File: src/assert_macros.svh
// Assertion helpers shared by the RTL that checks itself.
`ifndef ASSERT_MACROS_SVH
`define ASSERT_MACROS_SVH

// Same-cycle implication, disabled while reset is low.
`define KWM_CHECK(lbl, clk, rst_n, ante, cons, msg) \
    lbl: assert property (@(posedge clk) disable iff (!rst_n) (ante) |-> (cons)) \
        else $error(msg);

// Next-cycle implication, disabled while reset is low.
`define KWM_CHECK_NEXT(lbl, clk, rst_n, ante, cons, msg) \
    lbl: assert property (@(posedge clk) disable iff (!rst_n) (ante) |=> (cons)) \
        else $error(msg);

`endif

File: src/kwm_pkg.sv
package kwm_pkg;

    // Default sizes
    localparam int MAX_RUNS_DEF  = 8;
    localparam int KEY_BYTES_DEF = 8;

    // Field widths
    localparam int RUN_W     = 3;
    localparam int KEY_F_W   = 64;
    localparam int CFG_W     = 4;
    localparam int CFG_IDX_W = 2;
    localparam int TDATA_W   = ((RUN_W + KEY_F_W + 7) / 8) * 8;

    // Register indexes
    localparam logic [CFG_IDX_W-1:0] CFG_RUN_COUNT  = 2'd0;
    localparam logic [CFG_IDX_W-1:0] CFG_KEY_BYTES  = 2'd1;
    localparam logic [CFG_IDX_W-1:0] CFG_DESCENDING = 2'd2;

    // Register reset values
    localparam logic [CFG_W-1:0] RUN_COUNT_RST = 4'd2;
    localparam logic [CFG_W-1:0] KEY_BYTES_RST = 4'd8;
    localparam logic             DESC_RST      = 1'b0;

    // Input operation codes
    localparam logic OP_LOAD    = 1'b0;
    localparam logic OP_EXHAUST = 1'b1;

    // Controller to datapath
    typedef struct packed {
        logic apply;       // take the input beat
        logic scan_start;  // clear the scan, read the first head key
        logic scan_step;   // compare one head key
        logic emit_win;    // load the winner into the output register
        logic emit_done;   // load a done result and re-arm
    } t_cmd;

    // Datapath to controller
    typedef struct packed {
        logic no_live;
        logic wait_refill;
        logic scan_last;
        logic out_free;
    } t_sts;

endpackage

File: src/k_way_merge_selector.sv
// Merge selector for an external sort over up to MAX_RUNS sorted runs.
// Input beats (s side): tuser = operation (0 load key, 1 run exhausted),
// tdata = run_index, next_key. A beat for a run that is not awaiting a
// refill is dropped. Results (m side): tdata = winner_run, winner_key,
// tuser = merge_done. A done result carries zero run and key and re-arms
// all runs from run_count.
// Sequence: a beat that leaves some live run still awaiting a refill goes
// from the check state straight back to idle; a beat that completes the set
// starts the scan that reads one head key per cycle from the head-key RAM and
// compares it with the best so far, then the winner is loaded into the output
// register once it is free; a done result is loaded from the check state.
// s_tready is high only between items. A finished result sits in the output
// register; if the receiver stalls, the next beat is still taken, and the
// block waits only when a new result is due and the register is still full.
// Reset (synchronous, active low) restores run_count 2, key_bytes 8,
// ascending order, and arms runs 0 and 1 as live and awaiting a refill.
// The user makes config writes (index 0 run_count, 1 key_bytes, 2 descending)
// between items; the block does not enforce it; run_count applies at next re-arm.
`include "assert_macros.svh"

module k_way_merge_selector #(
    parameter int MAX_RUNS  = kwm_pkg::MAX_RUNS_DEF,
    parameter int KEY_BYTES = kwm_pkg::KEY_BYTES_DEF
) (
    input  logic                          i_clk,
    input  logic                          i_rst_n,
    // configuration
    input  logic                          i_cfg_we,
    input  logic [kwm_pkg::CFG_IDX_W-1:0] i_cfg_idx,
    input  logic [kwm_pkg::CFG_W-1:0]     i_cfg_data,
    // input stream
    input  logic                          i_s_tvalid,
    output logic                          o_s_tready,
    input  logic [kwm_pkg::TDATA_W-1:0]   i_s_tdata,   // [2:0] run_index, [66:3] next_key
    input  logic                          i_s_tuser,   // [0] operation
    // result stream
    output logic                          o_m_tvalid,
    input  logic                          i_m_tready,
    output logic [kwm_pkg::TDATA_W-1:0]   o_m_tdata,   // [2:0] winner_run, [66:3] winner_key
    output logic                          o_m_tuser    // [0] merge_done
);

    localparam int PAD_W = kwm_pkg::TDATA_W - kwm_pkg::RUN_W - kwm_pkg::KEY_F_W;

    kwm_pkg::t_cmd s_cmd;
    kwm_pkg::t_sts s_sts;

    logic [kwm_pkg::RUN_W-1:0]   s_run_index;
    logic [kwm_pkg::KEY_F_W-1:0] s_next_key;
    logic [kwm_pkg::RUN_W-1:0]   s_winner_run;
    logic [kwm_pkg::KEY_F_W-1:0] s_winner_key;
    logic                        s_emit;
    logic                        s_done_beat;

    // Unpack the input beat
    assign s_run_index = i_s_tdata[kwm_pkg::RUN_W-1:0];
    assign s_next_key  = i_s_tdata[kwm_pkg::RUN_W +: kwm_pkg::KEY_F_W];

    kwm_ctrl u_ctrl (
        .i_clk      (i_clk),
        .i_rst_n    (i_rst_n),
        .i_s_tvalid (i_s_tvalid),
        .i_sts      (s_sts),
        .o_s_tready (o_s_tready),
        .o_cmd      (s_cmd)
    );

    kwm_dp #(
        .MAX_RUNS  (MAX_RUNS),
        .KEY_BYTES (KEY_BYTES)
    ) u_dp (
        .i_clk        (i_clk),
        .i_rst_n      (i_rst_n),
        .i_cfg_we     (i_cfg_we),
        .i_cfg_idx    (i_cfg_idx),
        .i_cfg_data   (i_cfg_data),
        .i_operation  (i_s_tuser),
        .i_run_index  (s_run_index),
        .i_next_key   (s_next_key),
        .i_cmd        (s_cmd),
        .o_sts        (s_sts),
        .i_m_tready   (i_m_tready),
        .o_out_valid  (o_m_tvalid),
        .o_winner_run (s_winner_run),
        .o_winner_key (s_winner_key),
        .o_merge_done (o_m_tuser)
    );

    // Pack the result beat
    assign o_m_tdata = {{PAD_W{1'b0}}, s_winner_key, s_winner_run};

    // Checks
    assign s_emit      = s_cmd.emit_win || s_cmd.emit_done;
    assign s_done_beat = o_m_tvalid && o_m_tuser;

    `KWM_CHECK(a_cmd_onehot, i_clk, i_rst_n, 1'b1, $onehot0(s_cmd), "more than one command")
    `KWM_CHECK(a_emit_room, i_clk, i_rst_n, s_emit, s_sts.out_free, "result over a held beat")
    `KWM_CHECK_NEXT(a_done_shown, i_clk, i_rst_n, s_cmd.emit_done, s_done_beat, "done not shown")
    `KWM_CHECK(a_done_clean, i_clk, i_rst_n, s_done_beat, o_m_tdata == '0, "done with nonzero data")

endmodule

File: src/kwm_ram.sv
module kwm_ram #(
    parameter int WIDTH = 64,
    parameter int DEPTH = 8
) (
    input  logic                     i_clk,
    input  logic                     i_we,
    input  logic [$clog2(DEPTH)-1:0] i_waddr,
    input  logic [WIDTH-1:0]         i_wdata,
    input  logic [$clog2(DEPTH)-1:0] i_raddr,
    output logic [WIDTH-1:0]         o_rdata
);

    logic [WIDTH-1:0] r_mem [DEPTH];
    logic [WIDTH-1:0] r_rdata;

    // One write port, one registered read port
    always_ff @(posedge i_clk) begin
        if (i_we) begin
            r_mem[i_waddr] <= i_wdata;
        end
        r_rdata <= r_mem[i_raddr];
    end

    assign o_rdata = r_rdata;

endmodule

File: src/kwm_ctrl.sv
module kwm_ctrl (
    input  logic          i_clk,
    input  logic          i_rst_n,
    input  logic          i_s_tvalid,
    input  kwm_pkg::t_sts i_sts,
    output logic          o_s_tready,
    output kwm_pkg::t_cmd o_cmd
);

    typedef enum logic [3:0] {
        S_IDLE  = 4'b0001,
        S_CHECK = 4'b0010,
        S_SCAN  = 4'b0100,
        S_EMIT  = 4'b1000
    } t_state;

    t_state r_state, n_state;

    // Sequencing: take a beat, look at the masks, then emit done, go back to idle, or scan and emit
    always_comb begin
        n_state    = r_state;
        o_cmd      = '0;
        o_s_tready = 1'b0;
        unique case (r_state)
            S_IDLE: begin
                o_s_tready = 1'b1;
                if (i_s_tvalid) begin
                    o_cmd.apply = 1'b1;
                    n_state     = S_CHECK;
                end
            end
            S_CHECK: begin
                priority if (i_sts.no_live) begin
                    if (i_sts.out_free) begin
                        o_cmd.emit_done = 1'b1;
                        n_state         = S_IDLE;
                    end
                end else if (i_sts.wait_refill) begin
                    n_state = S_IDLE;
                end else begin
                    o_cmd.scan_start = 1'b1;
                    n_state          = S_SCAN;
                end
            end
            S_SCAN: begin
                o_cmd.scan_step = 1'b1;
                if (i_sts.scan_last) begin
                    n_state = S_EMIT;
                end
            end
            S_EMIT: begin
                if (i_sts.out_free) begin
                    o_cmd.emit_win = 1'b1;
                    n_state        = S_IDLE;
                end
            end
            default: begin
                n_state = S_IDLE;
            end
        endcase
    end

    always_ff @(posedge i_clk) begin
        if (!i_rst_n) begin
            r_state <= S_IDLE;
        end else begin
            r_state <= n_state;
        end
    end

endmodule

File: src/kwm_dp.sv
module kwm_dp #(
    parameter int MAX_RUNS  = kwm_pkg::MAX_RUNS_DEF,
    parameter int KEY_BYTES = kwm_pkg::KEY_BYTES_DEF
) (
    input  logic                          i_clk,
    input  logic                          i_rst_n,
    input  logic                          i_cfg_we,
    input  logic [kwm_pkg::CFG_IDX_W-1:0] i_cfg_idx,
    input  logic [kwm_pkg::CFG_W-1:0]     i_cfg_data,
    input  logic                          i_operation,
    input  logic [kwm_pkg::RUN_W-1:0]     i_run_index,
    input  logic [kwm_pkg::KEY_F_W-1:0]   i_next_key,
    input  kwm_pkg::t_cmd                 i_cmd,
    output kwm_pkg::t_sts                 o_sts,
    input  logic                          i_m_tready,
    output logic                          o_out_valid,
    output logic [kwm_pkg::RUN_W-1:0]     o_winner_run,
    output logic [kwm_pkg::KEY_F_W-1:0]   o_winner_key,
    output logic                          o_merge_done
);

    localparam int IDX_W = $clog2(MAX_RUNS);
    localparam int KEY_W = 8 * KEY_BYTES;
    localparam logic [IDX_W-1:0] LAST_IDX = IDX_W'(MAX_RUNS - 1);

    // strncmp-style order over nb leading bytes: {a > b, a < b}
    function automatic logic [1:0] key_order(
        input logic [KEY_W-1:0] a,
        input logic [KEY_W-1:0] b,
        input logic [3:0]       nb
    );
        logic       stop;
        logic       gt;
        logic       lt;
        logic [7:0] ba;
        logic [7:0] bb;
        stop = 1'b0;
        gt   = 1'b0;
        lt   = 1'b0;
        for (int i = 0; i < KEY_BYTES; i++) begin
            ba = a[KEY_W-1-8*i -: 8];
            bb = b[KEY_W-1-8*i -: 8];
            if (!stop && (4'(i) < nb)) begin
                if (ba != bb) begin
                    stop = 1'b1;
                    gt   = (ba > bb);
                    lt   = (ba < bb);
                end else if (ba == 8'd0) begin
                    stop = 1'b1;
                end
            end
        end
        return {gt, lt};
    endfunction

    // Registers and next values
    logic [kwm_pkg::CFG_W-1:0]   r_run_count, n_run_count;
    logic [kwm_pkg::CFG_W-1:0]   r_key_bytes, n_key_bytes;
    logic                        r_desc, n_desc;
    logic [MAX_RUNS-1:0]         r_live, n_live;
    logic [MAX_RUNS-1:0]         r_pend, n_pend;
    logic [IDX_W-1:0]            r_scan_idx, n_scan_idx;
    logic                        r_found, n_found;
    logic [IDX_W-1:0]            r_best_idx, n_best_idx;
    logic [KEY_W-1:0]            r_best_key, n_best_key;
    logic                        r_out_vld, n_out_vld;
    logic [kwm_pkg::RUN_W-1:0]   r_out_run, n_out_run;
    logic [kwm_pkg::KEY_F_W-1:0] r_out_key, n_out_key;
    logic                        r_out_done, n_out_done;

    // Combinational helpers
    logic [MAX_RUNS-1:0] c_arm;
    logic [MAX_RUNS-1:0] c_rst_arm;
    logic [31:0]         c_ri32;
    logic [IDX_W-1:0]    c_idx;
    logic                c_hit;
    logic                c_we;
    logic [IDX_W-1:0]    c_rd_addr;
    logic [KEY_W-1:0]    c_rd_data;
    logic [3:0]          c_nbytes;
    logic [1:0]          c_order;
    logic                c_better;
    logic                c_take;
    logic [31:0]         c_best32;

    // Arm masks: low run_count bits, capped at MAX_RUNS by the mask width
    always_comb begin
        for (int i = 0; i < MAX_RUNS; i++) begin
            c_arm[i]     = (32'(i) < 32'(r_run_count));
            c_rst_arm[i] = (32'(i) < 32'(kwm_pkg::RUN_COUNT_RST));
        end
    end

    // Input beat decode
    assign c_ri32 = 32'(i_run_index);
    assign c_idx  = c_ri32[IDX_W-1:0];
    assign c_hit  = (c_ri32 < 32'(MAX_RUNS)) && r_pend[c_idx];
    assign c_we   = i_cmd.apply && c_hit && (i_operation == kwm_pkg::OP_LOAD);

    // Scan read address runs one entry ahead of the compare
    assign c_rd_addr = (i_cmd.scan_start || (r_scan_idx == LAST_IDX)) ? '0
                                                                      : r_scan_idx + IDX_W'(1);

    kwm_ram #(
        .WIDTH (KEY_W),
        .DEPTH (MAX_RUNS)
    ) u_heads (
        .i_clk   (i_clk),
        .i_we    (c_we),
        .i_waddr (c_idx),
        .i_wdata (i_next_key[kwm_pkg::KEY_F_W-1 -: KEY_W]),
        .i_raddr (c_rd_addr),
        .o_rdata (c_rd_data)
    );

    // Compare the current best against the head key just read
    assign c_nbytes = (r_key_bytes > 4'(KEY_BYTES)) ? 4'(KEY_BYTES) : r_key_bytes;
    assign c_order  = key_order(r_best_key, c_rd_data, c_nbytes);
    assign c_better = r_desc ? c_order[0] : c_order[1];
    assign c_take   = r_live[r_scan_idx] && (!r_found || c_better);
    assign c_best32 = 32'(r_best_idx);

    // Next-state logic
    always_comb begin
        n_run_count = r_run_count;
        n_key_bytes = r_key_bytes;
        n_desc      = r_desc;
        n_live      = r_live;
        n_pend      = r_pend;
        n_scan_idx  = r_scan_idx;
        n_found     = r_found;
        n_best_idx  = r_best_idx;
        n_best_key  = r_best_key;
        n_out_vld   = r_out_vld;
        n_out_run   = r_out_run;
        n_out_key   = r_out_key;
        n_out_done  = r_out_done;

        // register writes
        if (i_cfg_we) begin
            unique case (i_cfg_idx)
                kwm_pkg::CFG_RUN_COUNT:  n_run_count = i_cfg_data;
                kwm_pkg::CFG_KEY_BYTES:  n_key_bytes = i_cfg_data;
                kwm_pkg::CFG_DESCENDING: n_desc      = i_cfg_data[0];
                default: ;
            endcase
        end

        // refill or exhaust a pending run
        if (i_cmd.apply && c_hit) begin
            n_pend[c_idx] = 1'b0;
            if (i_operation == kwm_pkg::OP_EXHAUST) begin
                n_live[c_idx] = 1'b0;
            end
        end

        // selection scan
        if (i_cmd.scan_start) begin
            n_scan_idx = '0;
            n_found    = 1'b0;
        end
        if (i_cmd.scan_step) begin
            if (c_take) begin
                n_best_idx = r_scan_idx;
                n_best_key = c_rd_data;
                n_found    = 1'b1;
            end
            if (r_scan_idx != LAST_IDX) begin
                n_scan_idx = r_scan_idx + IDX_W'(1);
            end
        end

        // output register
        if (r_out_vld && i_m_tready) begin
            n_out_vld = 1'b0;
        end
        if (i_cmd.emit_done) begin
            n_out_vld  = 1'b1;
            n_out_run  = '0;
            n_out_key  = '0;
            n_out_done = 1'b1;
            n_live     = c_arm;
            n_pend     = c_arm;
        end
        if (i_cmd.emit_win) begin
            n_out_vld  = 1'b1;
            n_out_run  = c_best32[kwm_pkg::RUN_W-1:0];
            n_out_key  = 64'(r_best_key) << (kwm_pkg::KEY_F_W - KEY_W);
            n_out_done = 1'b0;
            n_pend[r_best_idx] = 1'b1;
        end
    end

    always_ff @(posedge i_clk) begin
        if (!i_rst_n) begin
            r_run_count <= kwm_pkg::RUN_COUNT_RST;
            r_key_bytes <= kwm_pkg::KEY_BYTES_RST;
            r_desc      <= kwm_pkg::DESC_RST;
            r_live      <= c_rst_arm;
            r_pend      <= c_rst_arm;
            r_found     <= 1'b0;
            r_out_vld   <= 1'b0;
        end else begin
            r_run_count <= n_run_count;
            r_key_bytes <= n_key_bytes;
            r_desc      <= n_desc;
            r_live      <= n_live;
            r_pend      <= n_pend;
            r_found     <= n_found;
            r_out_vld   <= n_out_vld;
        end
        r_scan_idx <= n_scan_idx;
        r_best_idx <= n_best_idx;
        r_best_key <= n_best_key;
        r_out_run  <= n_out_run;
        r_out_key  <= n_out_key;
        r_out_done <= n_out_done;
    end

    // Status to the controller
    assign o_sts.no_live     = ~|r_live;
    assign o_sts.wait_refill = |(r_live & r_pend);
    assign o_sts.scan_last   = (r_scan_idx == LAST_IDX);
    assign o_sts.out_free    = !r_out_vld || i_m_tready;

    assign o_out_valid  = r_out_vld;
    assign o_winner_run = r_out_run;
    assign o_winner_key = r_out_key;
    assign o_merge_done = r_out_done;

endmodule

File: config.mk
export PLATFORM = sky130hd
export DESIGN_NAME = k_way_merge_selector
export DESIGN_NICKNAME = d
export VERILOG_FILES = /design/src/kwm_pkg.sv /design/src/k_way_merge_selector.sv /design/src/kwm_ram.sv /design/src/kwm_ctrl.sv /design/src/kwm_dp.sv
export VERILOG_INCLUDE_DIRS = /design/src /design/src/src
export SDC_FILE = /design/constraint.sdc
export NUM_CORES = 1
export LEC_CHECK = 0
export BUFFER_PORTS_ARGS = -buffer_cell sky130_fd_sc_hd__buf_4
export CAP_MARGIN = 10
export CORE_ASPECT_RATIO = 0.8
export CORE_MARGIN = 3
export CORE_UTILIZATION = 30
export CTS_BUF_LIST = sky130_fd_sc_hd__clkbuf_4
export CTS_CLUSTER_DIAMETER = 40
export DETAILED_ROUTE_END_ITERATION = 10
export GPL_ROUTABILITY_DRIVEN = 0
export PLACE_DENSITY = 0.45
export SYNTH_ARGS = -nofsm -noshare
export SYNTH_HDL_FRONTEND = slang
export SYNTH_SLANG_ARGS = --single-unit
File: constraint.sdc
create_clock -name i_clk -period 11.55 [get_ports i_clk]
set_input_delay 0.5775 -clock i_clk [delete_from_list [all_inputs] [get_ports i_clk]]
set_output_delay 0.5775 -clock i_clk [all_outputs]
set_load 0.01 [all_outputs]
==> results by group <==
Outcome
  • Status: complete, no violations

Synthesis
  • Post-Synthesis Cells: 1713
  • Mean Syn Cell Area: 17.00 µm²
  • Synth Flop Type: edfxtp_1
  • Ys async rst share: 0%
  • Synth top area cells: edfxtp_1 (67%), dfxtp_1 (6.8%), mux4_2 (3.5%)
  • Register area share after synthesis: 73.42%
  • FF+latch count, synth: 745
  • Cell area after synthesis: 29120 µm²
  • Distinct cells, synth: 69
  • Post-synth EDFFs: 646
  • Most numerous cell in the Yosys netlist: edfxtp_1
  • Yosys top cell by area: edfxtp_1
  • Synth top cells by count: edfxtp_1 (646), nor2_1 (111), o221ai_1 (110)
  • Yosys top cell area share: 66.62%
  • Synth warn: 0

STA
  • WHS: 0.2877 ns
  • Clock Skew: 0.08504 ns
  • Setup_tns: 0 ns
  • Fin crit period: 4.651 ns
  • RSZ-0062 raised after global routing: false
  • Slew Limit Fails: 0
  • Highest Clock Rate: 0.2150 GHz
  • Final hold viol count: 0
  • Slew headroom: 25.85%
  • Part of the cycle the worst path needs: 40.27%
  • Final setup vio count: 0
  • Worst-margin pin slew: 1.112 ns

Cells and area
  • Layout cells sized above 1: 27.70%
  • Multi-input gate area: 6903 µm²
  • Layout area overhead: 20.35%
  • Filler Cell Count: 9185
  • Sequential cell area: 21380 µm²
  • Final #Nets: 2236
  • Final core utilization: 36.68%

Global route
  • All-Layer GR Usage: 14.88%
  • Largest net degree at the start of global routing: 71
  • Congestion Overflow GR: 0
  • First-pass GRT wire length: 111500 µm
  • Initial antenna violation count: 10
  • Vias in the first global route: 17600

Worst setup path
  • CP endpoint kind: flip-flop
  • Nature of the critical path startpoint: flip-flop
  • Beginning of the worst register-to-register path: u_dp.r_key_bytes[3]
  • CP cell instances: o22ai_1 > a2111oi_0 > or2_2 > a21oi_1 > o311a_1 > a21boi_4 > buf_4
  • CP Max Fanout: 48
  • Setup crit end: u_dp.r_best_key[36]
  • CP top delay family: compound AO/OA/AOI/OAI gates
  • Critical R2R Capture: u_dp.r_best_key[36]
  • R2R Setup Slk: 6.90 ns
  • Crit path kind: reg2reg
  • Stages on worst setup path: 7
  • WP data required: 12.21 ns
  • Data arrival, critical path: 5.31 ns
  • CP max-delay cell: dfxtp_1
  • Reg2Reg Depth: 7
  • Max incr delay on CP: 0.86 ns
  • WP buf/inv: 1
  • Setup crit start: u_dp.r_key_bytes[3]

Drt
  • Vias per std cell: 4.748
  • Starting DRT DRC Count: 1077
  • Wire length on met2: 34600 µm
  • First drt pass iteration count: 5
  • DRT antenna net count: 0
  • Met1 Wirelength: 34730 µm
  • DR DRC count: 0
  • Top Layer Used: met5
  • Met3 WL: 4202 µm
  • Via count: 16850
  • Post-Route WL: 75120 µm
  • Routed wire per std cell: 21.17 µm

CTS
  • Clk_lat worst skew: 1.08 ns
  • Total CTS buffers: 194
  • PostCTS Resize Cnt: 0
  • H-tree levels: 4
  • Worst-path clk slew: 0.07 ns
  • CTS sink count: 745
  • Post-CTS Setup Inserts: 0
  • CTS max path bufs: 3
  • Cts-stage hold buffer count: 85
  • CTS tree: built
  • Root buffer cell: clkbuf_4

Floorplan
  • Die X: 354.3 µm
  • IO Pins: 159
  • Die H: 284.7 µm
  • Full die area: 100900 µm²
  • Core box area: 95540 µm²
  • Initial Util: 30.48%
  • Num rows: 101

Power
  • Power per Cell Area: 155.0 nW/µm²
  • VDD IR max: 0.00008735 V
  • Leak: 11.91 nW

Run
  • Max-cap violations: 0

Placed design
  • # port buffers: 148
  • DP HPWL: 43240 µm

Hold path
  • Class of the worst hold path: in2reg
==> layer usage <==
metal | vias to the layer above | GRT usage (%)
met1 | 8528 | 20.02
li1 | 7742 | -
met2 | 443 | 23.06
met4 | 4 | 5.218
met5 | - | 0
met3 | 129 | 4.196
==> registers in the layout, indices dropped and copies added, names as in the netlist <==
register	flops
u_dp.r_best_key	64
u_dp.r_scan_idx	3
u_dp.r_desc	1
u_dp.r_run_count	4
u_dp.r_pend	8
u_dp.r_best_idx	3
u_dp.o_out_valid	1
u_dp.u_heads.r_mem	512
u_ctrl.r_state	4
u_dp.o_winner_key	64
u_dp.o_winner_run	3
u_dp.r_key_bytes	4
u_dp.u_heads.o_rdata	64
u_dp.o_merge_done	1
u_dp.r_live	8
u_dp.r_found	1
==> cells in the final DEF, fill, tap and decap left out, types with 15 or more instances in the layout <==
cell and n:
edfxtp_1 646, clkbuf_4 306, buf_4 175, o221ai_1 110, nor2_1 104, dfxtp_1 99
a21oi_1 90, dlygate4sd3_1 85, inv_1 78, and2_1 68, ha_1 66, mux4_2 45
nand2_1 30, o21ai_0 29, clkinv_1 29, nor4_1 21, mux4_1 21, o221ai_2 20
a21oi_2 20, nand4_1 15
==> logic make-up after synthesis <==
family                   Yosys count  synth area share (%)
AO/OA/AOI/OAI                    342                 8.946
XOR/XNOR                           1               0.03008
adder cells (fa/ha/maj)           66                 2.836
buffers and inverters            165                 3.223
flip-flops                       745                 73.42
multiplexers                      77                 5.753
other                              1               0.01288
AND/OR/NAND/NOR                  316                 5.775
==> through the flow <==
step                cells  setup WS [ns]  area [µm²]  power (mW)
detailed placement   3092          6.878       31500       3.069
floorplan            1717          3.232       29130       3.011
global placement     3092          6.774       31500       3.064
CTS                  3540          6.852       35020       5.531
global route         3544          6.660       35030       5.698
finish               3548          6.899       35040       5.431
==> power breakdown <==
| group | switching [mW] | total, mW | internal, mW | leakage [nW] |
|---|---|---|---|---|
| registers | 0.00597 | 2.93 | 2.92 | 6.50 |
| clock network | 1.10 | 2.40 | 1.30 | 1.59 |
| logic | 0.0607 | 0.110 | 0.0490 | 3.81 |
==> cell type report <==
| cell class | count | share of cell area (%) |
|---|---|---|
| Clock buffer | 306 | 6.555 |
| Clock inverter | 57 | 1.075 |
| Antenna cell | 8 | 0.05712 |
| Inverter | 78 | 0.8354 |
| Sequential cell | 745 | 61.01 |
| Tap cell | 1287 | 4.595 |
| Timing Repair Buffer | 260 | 6.177 |
| Multi-Input combinational cell | 807 | 19.70 |
==> worst min path at each step <==
stage,slack [ns],depth (start not counted),to,start
2_1_floorplan,0.41,0,u_dp.r_best_key[10],u_dp.u_heads.o_rdata[10]
3_3_place_gp,0.42,0,u_dp.r_best_key[46],u_dp.u_heads.o_rdata[46]
3_5_place_dp,0.41,0,u_dp.r_best_key[25],u_dp.u_heads.o_rdata[25]
4_1_cts,0.12,2,u_dp.u_heads.r_mem[3][26],i_s_tdata[29]
5_1_grt,0.17,2,u_dp.u_heads.r_mem[3][54],i_s_tdata[57]
6_report,0.29,2,u_dp.u_heads.r_mem[4][52],i_s_tdata[55]
(Power assumes the default switching activity.)
